File: src/hdl/lfpl_pkg.sv
`timescale 1ns / 1ps

package lfpl_pkg;

  // one pixel word on the input side
  typedef struct packed {
    logic [23:0] pixel_color;
    logic        last_pixel;
    logic [7:0]  desired_brightness;
  } in_item_t;

  // one result word
  typedef struct packed {
    logic [7:0]  allowed_brightness;
    logic [17:0] estimated_ma;
    logic        was_clamped;
  } out_item_t;

  // configuration registers as seen by the datapath
  typedef struct packed {
    logic [15:0] budget_ma;
    logic [9:0]  channel_full_current;
    logic [7:0]  idle_current_per_led;
  } cfg_t;

  localparam int CFG_IDX_W  = 2;
  localparam int CFG_DATA_W = 16;

  localparam logic [CFG_IDX_W-1:0] REG_BUDGET    = 2'd0;
  localparam logic [CFG_IDX_W-1:0] REG_CHAN_FULL = 2'd1;
  localparam logic [CFG_IDX_W-1:0] REG_IDLE      = 2'd2;

  localparam logic [15:0] RST_BUDGET    = 16'd2000;
  localparam logic [9:0]  RST_CHAN_FULL = 10'd320;
  localparam logic [7:0]  RST_IDLE      = 8'd16;

  // 255 squared, brightness times channel value scale
  localparam logic [15:0] SCALE2     = 16'd65025;
  localparam logic [17:0] SCALE2_X2  = 18'd130050;
  // 16 * 65025 and half of it, for rounding to whole mA
  localparam logic [19:0] EST_DEN    = 20'd1040400;
  localparam logic [19:0] EST_HALF   = 20'd520200;
  // floor(2^40 / 65025), gives a quotient by 65025 that is low by at most two
  localparam logic [24:0] EST_RECIP  = 25'd16909060;
  localparam logic [17:0] EST_MAX    = 18'h3FFFF;
  localparam logic [7:0]  MAX_BRIGHT = 8'hFF;

  // depth of the frame job queue, a power of two
  localparam int JOB_DEPTH = 2;

endpackage

File: src/hdl/lfpl_div.sv
`timescale 1ns / 1ps

module lfpl_div #(
  parameter int DVD_W = 40,
  parameter int DEN_W = 30
) (
  input  logic             clk,
  input  logic             rst_n,
  input  logic             start,
  input  logic [DVD_W-1:0] dividend,
  input  logic [DEN_W-1:0] divisor,
  output logic             done,
  output logic [DVD_W-1:0] quotient
);

  localparam int CNT_W = $clog2(DVD_W + 1);

  logic             busy_r, busy_nxt;
  logic             done_r, done_nxt;
  logic [CNT_W-1:0] cnt_r, cnt_nxt;
  logic [DVD_W-1:0] dvd_r, dvd_nxt;
  logic [DEN_W-1:0] rem_r, rem_nxt;
  logic [DEN_W-1:0] dsr_r, dsr_nxt;
  logic [DEN_W:0]   trial;
  logic [DEN_W:0]   trial_sub;
  logic             ge;

  // restoring division, one quotient bit per cycle shifted into dvd_r
  assign trial     = {rem_r, dvd_r[DVD_W-1]};
  assign ge        = (trial >= {1'b0, dsr_r});
  assign trial_sub = trial - {1'b0, dsr_r};

  always_comb begin
    busy_nxt = busy_r;
    done_nxt = 1'b0;
    cnt_nxt  = cnt_r;
    dvd_nxt  = dvd_r;
    rem_nxt  = rem_r;
    dsr_nxt  = dsr_r;
    if (start) begin
      busy_nxt = 1'b1;
      cnt_nxt  = CNT_W'(DVD_W);
      dvd_nxt  = dividend;
      rem_nxt  = '0;
      dsr_nxt  = divisor;
    end else if (busy_r) begin
      dvd_nxt = {dvd_r[DVD_W-2:0], ge};
      rem_nxt = ge ? trial_sub[DEN_W-1:0] : trial[DEN_W-1:0];
      cnt_nxt = cnt_r - CNT_W'(1);
      if (cnt_r == CNT_W'(1)) begin
        busy_nxt = 1'b0;
        done_nxt = 1'b1;
      end
    end
  end

  always_ff @(posedge clk) begin
    if (!rst_n) begin
      busy_r <= 1'b0;
      done_r <= 1'b0;
      cnt_r  <= '0;
    end else begin
      busy_r <= busy_nxt;
      done_r <= done_nxt;
      cnt_r  <= cnt_nxt;
    end
    dvd_r <= dvd_nxt;
    rem_r <= rem_nxt;
    dsr_r <= dsr_nxt;
  end

  assign done     = done_r;
  assign quotient = dvd_r;

endmodule

File: src/hdl/lfpl_front.sv
`timescale 1ns / 1ps

module lfpl_front #(
  parameter int MAX_PIXELS = 1024,
  parameter int CNT_W      = 11,
  parameter int SUM_W      = 20
) (
  input  logic             clk,
  input  logic             rst_n,
  input  logic             in_push,
  output logic             in_full,
  input  lfpl_pkg::in_item_t in_item,
  output logic             job_valid,
  input  logic             job_ready,
  output logic [CNT_W-1:0] job_n,
  output logic [SUM_W-1:0] job_s,
  output logic [7:0]       job_d
);
  import lfpl_pkg::*;

  localparam int PTR_W  = $clog2(JOB_DEPTH);
  localparam int QCNT_W = $clog2(JOB_DEPTH + 1);

  logic [CNT_W-1:0]  cnt_r, cnt_nxt;
  logic [SUM_W-1:0]  sum_r, sum_nxt;
  logic [CNT_W-1:0]  q_n_r [JOB_DEPTH];
  logic [SUM_W-1:0]  q_s_r [JOB_DEPTH];
  logic [7:0]        q_d_r [JOB_DEPTH];
  logic [PTR_W-1:0]  wr_ptr_r, rd_ptr_r;
  logic [QCNT_W-1:0] qcnt_r, qcnt_nxt;
  logic              in_acc, room, q_push, q_pop;
  logic [SUM_W-1:0]  chan_sum, cur_sum;
  logic [CNT_W-1:0]  cur_cnt;

  assign in_full = (qcnt_r == QCNT_W'(JOB_DEPTH));
  assign in_acc  = in_push && !in_full;

  assign chan_sum = SUM_W'(in_item.pixel_color[23:16]) + SUM_W'(in_item.pixel_color[15:8])
                  + SUM_W'(in_item.pixel_color[7:0]);

  // pixels past the frame limit are dropped from the totals
  assign room    = (cnt_r < CNT_W'(MAX_PIXELS));
  assign cur_cnt = room ? cnt_r + CNT_W'(1) : cnt_r;
  assign cur_sum = room ? sum_r + chan_sum : sum_r;

  assign q_push = in_acc && in_item.last_pixel;
  assign q_pop  = job_valid && job_ready;

  always_comb begin
    cnt_nxt = cnt_r;
    sum_nxt = sum_r;
    if (in_acc) begin
      if (in_item.last_pixel) begin
        cnt_nxt = '0;
        sum_nxt = '0;
      end else begin
        cnt_nxt = cur_cnt;
        sum_nxt = cur_sum;
      end
    end
    qcnt_nxt = qcnt_r;
    if (q_push && !q_pop) begin
      qcnt_nxt = qcnt_r + QCNT_W'(1);
    end else if (q_pop && !q_push) begin
      qcnt_nxt = qcnt_r - QCNT_W'(1);
    end
  end

  always_ff @(posedge clk) begin
    if (!rst_n) begin
      cnt_r    <= '0;
      sum_r    <= '0;
      qcnt_r   <= '0;
      wr_ptr_r <= '0;
      rd_ptr_r <= '0;
    end else begin
      cnt_r  <= cnt_nxt;
      sum_r  <= sum_nxt;
      qcnt_r <= qcnt_nxt;
      if (q_push) begin
        wr_ptr_r <= wr_ptr_r + PTR_W'(1);
      end
      if (q_pop) begin
        rd_ptr_r <= rd_ptr_r + PTR_W'(1);
      end
    end
    if (q_push) begin
      q_n_r[wr_ptr_r] <= cur_cnt;
      q_s_r[wr_ptr_r] <= cur_sum;
      q_d_r[wr_ptr_r] <= in_item.desired_brightness;
    end
  end

  assign job_valid = (qcnt_r != '0);
  assign job_n     = q_n_r[rd_ptr_r];
  assign job_s     = q_s_r[rd_ptr_r];
  assign job_d     = q_d_r[rd_ptr_r];

`ifndef SYNTHESIS
  a_qcnt_bound: assert property (@(posedge clk) disable iff (!rst_n)
    qcnt_r <= QCNT_W'(JOB_DEPTH))
    else $error("job queue count above depth");

  a_frame_clear: assert property (@(posedge clk) disable iff (!rst_n)
    q_push |=> (cnt_r == '0) && (sum_r == '0))
    else $error("frame totals not cleared after last pixel");

  a_cnt_limit: assert property (@(posedge clk) disable iff (!rst_n)
    cnt_r <= CNT_W'(MAX_PIXELS))
    else $error("pixel count above frame limit");
`endif

endmodule

File: src/hdl/lfpl_back.sv
`timescale 1ns / 1ps

module lfpl_back #(
  parameter int CNT_W = 11,
  parameter int SUM_W = 20
) (
  input  logic               clk,
  input  logic               rst_n,
  input  lfpl_pkg::cfg_t     cfg,
  input  logic               job_valid,
  output logic               job_ready,
  input  logic [CNT_W-1:0]   job_n,
  input  logic [SUM_W-1:0]   job_s,
  input  logic [7:0]         job_d,
  output logic               res_valid,
  input  logic               res_pop,
  output lfpl_pkg::out_item_t res_item
);
  import lfpl_pkg::*;

  localparam int IDLE_W = CNT_W + 8;
  localparam int CF_W   = SUM_W + 10;
  localparam int P1_W   = IDLE_W + 16;
  localparam int P2_W   = CF_W + 8;
  localparam int PMAX_W = (P1_W > P2_W) ? P1_W : P2_W;
  localparam int NUM_W  = PMAX_W + 2;
  localparam int N2_W   = 36;
  localparam int DVD_W  = N2_W;
  localparam int DEN_W  = CF_W;
  localparam int CMP_W  = (IDLE_W > 20) ? IDLE_W : 20;
  localparam int ZT_W   = NUM_W - 20;
  localparam int RP_W   = ZT_W + 25;
  localparam int Q_W    = (NUM_W - 19 > 18) ? NUM_W - 19 : 18;

  typedef enum logic [3:0] {
    ST_IDLE, ST_MUL1, ST_MUL2, ST_ADD, ST_RECIP, ST_REM, ST_EST,
    ST_CHK, ST_MUL3, ST_START2, ST_WAIT2, ST_OUT
  } state_t;

  state_t            state_r;
  logic [CNT_W-1:0]  n_r;
  logic [SUM_W-1:0]  s_r;
  logic [7:0]        d_r;
  logic [IDLE_W-1:0] idle16_r;
  logic [CF_W-1:0]   cf_r;
  logic [P1_W-1:0]   p1_r;
  logic [P2_W-1:0]   p2_r;
  logic [NUM_W-1:0]  num_r;
  logic [Q_W-1:0]    q0_r;
  logic [17:0]       rem_r;
  logic [17:0]       est_r;
  logic [19:0]       diff_r;
  logic [N2_W-1:0]   num2_r;
  logic [7:0]        allowed_r;
  logic              res_valid_r;
  out_item_t         res_r;

  logic              div_start, div_done;
  logic [DVD_W-1:0]  div_dvd, div_q;
  logic [DEN_W-1:0]  div_dsr;
  logic [CMP_W-1:0]  b16, idle_ext, diff_full;
  logic [7:0]        q_cap;
  logic [RP_W-1:0]   recip_prod;
  logic [17:0]       rem_prod;
  logic [Q_W-1:0]    q_fix;

  assign div_start = (state_r == ST_START2);
  assign div_dvd   = num2_r;
  assign div_dsr   = cf_r;

  lfpl_div #(
    .DVD_W(DVD_W),
    .DEN_W(DEN_W)
  ) u_div (
    .clk     (clk),
    .rst_n   (rst_n),
    .start   (div_start),
    .dividend(div_dvd),
    .divisor (div_dsr),
    .done    (div_done),
    .quotient(div_q)
  );

  // estimate divide by 16 * 65025: drop four bits, then a reciprocal multiply on the
  // upper part; the remainder is below 3 * 65025, so its low 18 bits are exact
  assign recip_prod = RP_W'(num_r[NUM_W-1:20]) * RP_W'(EST_RECIP);
  assign rem_prod   = q0_r[17:0] * 18'(SCALE2);
  assign q_fix      = q0_r + ((rem_r >= SCALE2_X2) ? Q_W'(2) :
                              (rem_r >= 18'(SCALE2)) ? Q_W'(1) : Q_W'(0));

  assign b16       = CMP_W'({cfg.budget_ma, 4'b0000});
  assign idle_ext  = CMP_W'(idle16_r);
  assign diff_full = b16 - idle_ext;
  assign q_cap     = (div_q > DVD_W'(MAX_BRIGHT)) ? MAX_BRIGHT : div_q[7:0];

  assign job_ready = (state_r == ST_IDLE);

  always_ff @(posedge clk) begin
    if (!rst_n) begin
      state_r     <= ST_IDLE;
      res_valid_r <= 1'b0;
    end else begin
      if (res_valid_r && res_pop && state_r != ST_OUT) begin
        res_valid_r <= 1'b0;
      end
      unique case (state_r)
        ST_IDLE: begin
          if (job_valid) begin
            n_r     <= job_n;
            s_r     <= job_s;
            d_r     <= job_d;
            state_r <= ST_MUL1;
          end
        end
        ST_MUL1: begin
          idle16_r <= IDLE_W'(n_r) * IDLE_W'(cfg.idle_current_per_led);
          cf_r     <= CF_W'(s_r) * CF_W'(cfg.channel_full_current);
          state_r  <= ST_MUL2;
        end
        ST_MUL2: begin
          p1_r    <= P1_W'(idle16_r) * P1_W'(SCALE2);
          p2_r    <= P2_W'(cf_r) * P2_W'(d_r);
          state_r <= ST_ADD;
        end
        ST_ADD: begin
          // adding half the divisor turns the floor division into round half up
          num_r   <= NUM_W'(p1_r) + NUM_W'(p2_r) + NUM_W'(EST_HALF);
          state_r <= ST_RECIP;
        end
        ST_RECIP: begin
          q0_r    <= Q_W'(recip_prod[RP_W-1:24]);
          state_r <= ST_REM;
        end
        ST_REM: begin
          rem_r   <= num_r[21:4] - rem_prod;
          state_r <= ST_EST;
        end
        ST_EST: begin
          est_r   <= (q_fix > Q_W'(EST_MAX)) ? EST_MAX : q_fix[17:0];
          state_r <= ST_CHK;
        end
        ST_CHK: begin
          priority if (est_r <= 18'(cfg.budget_ma) || cf_r == '0) begin
            allowed_r <= d_r;
            state_r   <= ST_OUT;
          end else if (b16 <= idle_ext) begin
            allowed_r <= '0;
            state_r   <= ST_OUT;
          end else begin
            diff_r  <= diff_full[19:0];
            state_r <= ST_MUL3;
          end
        end
        ST_MUL3: begin
          num2_r  <= N2_W'(diff_r) * N2_W'(SCALE2);
          state_r <= ST_START2;
        end
        ST_START2: begin
          state_r <= ST_WAIT2;
        end
        ST_WAIT2: begin
          if (div_done) begin
            allowed_r <= (q_cap > d_r) ? d_r : q_cap;
            state_r   <= ST_OUT;
          end
        end
        ST_OUT: begin
          if (!res_valid_r || res_pop) begin
            res_valid_r              <= 1'b1;
            res_r.allowed_brightness <= allowed_r;
            res_r.estimated_ma       <= est_r;
            res_r.was_clamped        <= (allowed_r < d_r);
            state_r                  <= ST_IDLE;
          end
        end
        default: begin
          state_r <= ST_IDLE;
        end
      endcase
    end
  end

  assign res_valid = res_valid_r;
  assign res_item  = res_r;

`ifndef SYNTHESIS
  a_done_waiting: assert property (@(posedge clk) disable iff (!rst_n)
    div_done |-> (state_r == ST_WAIT2))
    else $error("divider finished with no one waiting");

  a_scale_divisor: assert property (@(posedge clk) disable iff (!rst_n)
    (state_r == ST_START2) |-> (cf_r != '0))
    else $error("brightness division by zero colour current");

  a_clamp_flag: assert property (@(posedge clk) disable iff (!rst_n)
    $rose(res_valid_r) |-> (res_r.was_clamped == (res_r.allowed_brightness < d_r)))
    else $error("clamp flag disagrees with brightness");

  a_allowed_cap: assert property (@(posedge clk) disable iff (!rst_n)
    (state_r == ST_OUT) |-> (allowed_r <= d_r))
    else $error("allowed brightness above desired");
`endif

endmodule

File: src/hdl/led_frame_power_limiter_core.sv
`timescale 1ns / 1ps

// LED frame power limiter. Pixels stream in one per cycle on the in_ queue port while it
// is not full; the front end sums all colour channels and counts pixels (pixels past
// MAX_PIXELS in a frame are dropped), and on the last pixel of a frame hands the totals to
// a two-entry job queue. The back end works one frame at a time: two multiply stages, a
// rounding add, then a reciprocal multiply with a remainder correction for the current
// estimate, then, only when the budget is exceeded with colour lit, a bit-serial divide
// for the brightness that gives one quotient bit per cycle for its 36 dividend bits.
// Pixels keep flowing while the back end works; the input reports full only when two
// finished frames are queued. Each frame gives one result word, held in an output register
// until popped. Configuration writes are always ready and should be made while no frame is
// in flight.

module led_frame_power_limiter_core #(
  parameter int MAX_PIXELS = 1024
) (
  input  logic                            clk,
  input  logic                            rst_n,
  input  logic                            in_push,
  output logic                            in_full,
  input  lfpl_pkg::in_item_t              in_item,
  output logic                            out_empty,
  input  logic                            out_pop,
  output lfpl_pkg::out_item_t             out_item,
  input  logic                            cfg_valid,
  output logic                            cfg_ready,
  input  logic [lfpl_pkg::CFG_IDX_W-1:0]  cfg_index,
  input  logic [lfpl_pkg::CFG_DATA_W-1:0] cfg_data
);
  import lfpl_pkg::*;

  localparam int CNT_W = $clog2(MAX_PIXELS + 1);
  localparam int SUM_W = $clog2(765 * MAX_PIXELS + 1);

  cfg_t             cfg_r;
  logic             job_valid, job_ready, res_valid;
  logic [CNT_W-1:0] job_n;
  logic [SUM_W-1:0] job_s;
  logic [7:0]       job_d;

  assign cfg_ready = 1'b1;

  always_ff @(posedge clk) begin
    if (!rst_n) begin
      cfg_r.budget_ma            <= RST_BUDGET;
      cfg_r.channel_full_current <= RST_CHAN_FULL;
      cfg_r.idle_current_per_led <= RST_IDLE;
    end else if (cfg_valid && cfg_ready) begin
      unique case (cfg_index)
        REG_BUDGET:    cfg_r.budget_ma            <= cfg_data;
        REG_CHAN_FULL: cfg_r.channel_full_current <= cfg_data[9:0];
        REG_IDLE:      cfg_r.idle_current_per_led <= cfg_data[7:0];
        default: begin
        end
      endcase
    end
  end

  lfpl_front #(
    .MAX_PIXELS(MAX_PIXELS),
    .CNT_W     (CNT_W),
    .SUM_W     (SUM_W)
  ) u_front (
    .clk      (clk),
    .rst_n    (rst_n),
    .in_push  (in_push),
    .in_full  (in_full),
    .in_item  (in_item),
    .job_valid(job_valid),
    .job_ready(job_ready),
    .job_n    (job_n),
    .job_s    (job_s),
    .job_d    (job_d)
  );

  lfpl_back #(
    .CNT_W(CNT_W),
    .SUM_W(SUM_W)
  ) u_back (
    .clk      (clk),
    .rst_n    (rst_n),
    .cfg      (cfg_r),
    .job_valid(job_valid),
    .job_ready(job_ready),
    .job_n    (job_n),
    .job_s    (job_s),
    .job_d    (job_d),
    .res_valid(res_valid),
    .res_pop  (out_pop),
    .res_item (out_item)
  );

  assign out_empty = !res_valid;

endmodule

File: config.mk
export PLATFORM = sky130hd
export DESIGN_NAME = led_frame_power_limiter_core
export DESIGN_NICKNAME = d
export VERILOG_FILES = /design/src/hdl/lfpl_pkg.sv /design/src/hdl/lfpl_div.sv /design/src/hdl/lfpl_front.sv /design/src/hdl/lfpl_back.sv /design/src/hdl/led_frame_power_limiter_core.sv
export SDC_FILE = /design/constraint.sdc
export NUM_CORES = 2
export LEC_CHECK = 0
export BUFFER_PORTS_ARGS = -buffer_cell sky130_fd_sc_hd__buf_2
export CORE_ASPECT_RATIO = 0.6
export CORE_MARGIN = 3
export CORE_UTILIZATION = 59
export DETAILED_ROUTE_END_ITERATION = 8
export GPL_TIMING_DRIVEN = 0
export PLACE_DENSITY = 0.78
export SYNTH_ARGS = -nofsm -noshare
export SYNTH_HDL_FRONTEND = slang
export SYNTH_SLANG_ARGS = --single-unit
File: constraint.sdc
create_clock -name clk -period 6.1 [get_ports clk]
set_input_delay 0.305 -clock clk [delete_from_list [all_inputs] [get_ports clk]]
set_output_delay 0.305 -clock clk [all_outputs]
set_load 0.01 [all_outputs]
==> results.md <==
- Pin count of the biggest net entering global routing: 35
- Number of maximum-capacitance violations: 0
- Wire length of the first global-routing pass: 241000 um
- Dominant cells by area after synthesis: edfxtp_1 25%, fa_1 20%, ha_1 16%, inv_1 6.0%, dfxtp_1 3.8%
- Failing checks: negative setup slack
- Number of optimization iterations in the first detailed-route pass: 6
- Mapped cell area: 58300 um^2
- Syn nets: 7082
- Half-perimeter wire length of the detailed placement result: 119000 um
- Critical path data arrival time: 6.55 ns
- Top-Level Pins: 86
- Final Worst Setup Slack: -0.0548 ns
- Area of the core region: 97000 um^2
- Flip-flop and latch count after synthesis: 601
- Maximum clock rate: 162 MHz
- Maximum fanout along the worst path: 4
- Number of antenna violations at the first check in global routing: 6
- Buffer and inverter count on the worst path: 1
- Total Routed Length: 155000 um
- Primary FF master, synth: edfxtp_1
- Count of standard-cell rows: 88
- Initial DRC Count: 4648
- Clock latency reported for the late side of the worst-skew pair: 0.68 ns
- Most frequent cells in the layout: 921 x inv_1, 700 x ha_1, 578 x fa_1
- Crit path from: u_back.idle16_r[4]
- Total number of clock tree sinks: 601
- Cell mode on critical path: fa_1
- Clk pin slew, worst setup/hold paths: 0.07 ns
- Class of the most critical setup path: flop to flop
- Delay of the slowest critical-path stage: 0.61 ns
- CTS tree: built
- IO Port Bufs: 83
- Worst min-delay path category: input port to flop
- Time the final worst path needs with I/O delays and setup: 6.15 ns
- DIE HEIGHT: 249 um
- Number of buffers added by the clock tree synthesis step: 61
- Proportion of synthesized flip-flops having asynchronous set or reset: 0%
- Share of the core filled with cells in the final layout: 67.4%
- Slew headroom: 9.25%
- Number of buffers between clock root and the deepest sink: 3
- Gate Count Post-Synth: 5699
- Count of pins over their slew limit: 0
- Yosys warns: 0
- Actual transition at the worst max-transition pin: 1.35 ns
- Status: finished with violations
- Number of synthesized flops with an enable pin: 489
- Setup skew after layout: 0.0409 ns
- Post-Synthesis Mean Instance Area: 10.2 um^2
- Overall track demand over capacity in global routing: 30.0%
- Required arrival time at the worst endpoint: 6.49 ns
- Setup repair after global routing missed its margin: yes
- Detail Route Antenna Nets: 0
- Worst hold path startpoint: cfg_data[9]
- DIE AREA: 103000 um^2
- Reg-to-Reg Start: u_back.idle16_r[4]
- Endpoint type of the worst setup path: flop
- Final hold violations: 0
- Drt drc: 0
- Via density per instance: 5.80
- Yosys cell types: 93
- Final Setup Violations: 2
- Worst-path cell with the longest stage delay: fa_2
- Crit-path leading delay family: adder cells
- H-tree Lvls: 2
- Post-placement worst setup slack: -1.06 ns
- Cell Count, Final, Fillers Out: 7381
- Total via count in the routed design: 42800
- Vias in the first global route: 43100
- Share of synthesized area occupied by flip-flops and latches: 29.0%
- Starting Density: 60.1%
- Routed length per placed instance: 21.0 um
- Root Buffer Master: clkbuf_16
- Global-route congestion overflow total: 0
- Global placement routability congestion: 0.960
- Die width: 412 um
- Total number of nets in the final design: 7403
- Top-area cell type share of the netlist area: 25.2%
- Share of the clock period used by the worst path after layout: 101%
- Placed insts: 7112
- Library cell with the largest summed area after synthesis: edfxtp_1
- Most common cell after layout, fill and taps aside: inv_1
- Area delta synth->final: 12.3%
- Fraction of layout cells with a size suffix above 1: 10.4%
- Startpoint type of the worst setup path: flop
- Worst-path cell chain: buf_6 > fa_2 > fa_1 > fa_1 > fa_1 > fa_1 > ha_1 > ha_1 > o21a_1 > o21a_4 > a22oi_2 > o211ai_1 > a21o_1 > a21o_1 > a41oi_2 > a21oi_2 > a211oi_2 > a21oi_2 > xnor2_1
## Yosys cell counts (23+ instances only)
library cell,n
nand4_1,35
mux2_2,42
nor2b_1,77
a21boi_0,37
nand2_1,543
clkbuf_1,143
xor2_1,98
nor2_1,233
and3_1,42
a21o_1,97
nand3_1,66
and2_1,326
fa_1,591
nor3_1,67
or3_1,23
dfxtp_1,112
ha_1,736
o21bai_1,42
nand2b_1,38
edfxtp_1,489
a21oi_1,213
xnor2_1,202
inv_1,931
mux2i_1,32
a211oi_1,34
o21a_1,37
o21ai_0,129
nor4_1,23
## cell type report
class	instances	area (um^2)
flip-flops and latches	601	16900
clock inverters	43	543
repair buffers	274	2140
well taps	1305	1630
multi-input cells	4011	38200
fillers	7112	31600
diodes	3	7.51
inverters	931	3500
clock buffers	73	1700
plain buffers	140	738
## registers in the layout, summed over array words and instances (netlist names), 34 cells and up
name                   cells
u_front.q_s_r             40
u_back.u_div.quotient     36
u_back.p1_r               35
u_back.num_r              36
u_back.div_dvd            36
u_back.p2_r               38
cfg_r                     34
## worst register-to-register path, cell delays in order, from the launching register on
cell      delay [ns]
edfxtp_1        0.52
buf_6           0.18
fa_2            0.61
fa_1            0.44
fa_1            0.51
fa_1            0.44
fa_1            0.48
ha_1            0.34
ha_1            0.34
o21a_1          0.14
o21a_4          0.22
a22oi_2         0.13
o211ai_1        0.18
a21o_1          0.22
a21o_1          0.22
a41oi_2         0.29
a21oi_2         0.12
a211oi_2        0.28
a21oi_2         0.10
xnor2_1         0.13
## metrics by stage
step	setup TNS, ns	cell area [um^2]	hold slack [ns]
6_report	-0.0977	65400	0.0349
4_1_cts	0	64300	0.00351
3_3_place_gp	-57.65	60300	0.444
3_5_place_dp	-13.42	60800	0.452
5_1_grt	-1.07	65400	0.0210
2_1_floorplan	0	58300	0.404
## per-layer routing
layer	GRT usage (%)	vias up	routed length [um]
li1	-	19600	-
met1	45.9	21000	69200
met2	41.6	1968	62800
met3	9.09	247	19000
met4	6.75	6	3590
met5	0	-	95
## final timing paths
check             depth (start not counted)                  end  slack (ns)
setup reg to reg                         19      u_back.p1_r[34]       -0.05
hold reg to reg                           0  u_back.res_item[11]        0.46
setup / recovery                         19      u_back.p1_r[34]       -0.05
hold / removal                            3            cfg_r[27]        0.03
## kinds of logic (layout without fill, tap and decap cells)
family | Yosys count | after routing | synth area share, %
buffers and inverters | 1087 | 1461 | 7.02
other | 2 | 5 | 0.0129
AOI/OAI and AO/OA | 771 | 771 | 8.76
DFF | 601 | 601 | 29.0
muxes | 74 | 74 | 1.36
xor gates and xnor gates | 300 | 300 | 4.51
and+or+nand+nor | 1536 | 1536 | 13.2
adders and majority gates | 1328 | 1328 | 36.1
## repair_timing
item | in CTS | in global routing
setup buffers | 87 | 63
endpoints found under the setup margin | 42 | 31
pin swaps | 39 | 83
hold buffers | 16 | 0
endpoints found under the hold margin | 24 | 0
gates resized for setup | 124 | 190
Power is left out: the tool's default activity adds up to more than one toggle a clock period on the data nets, which glitch-free logic cannot reach.
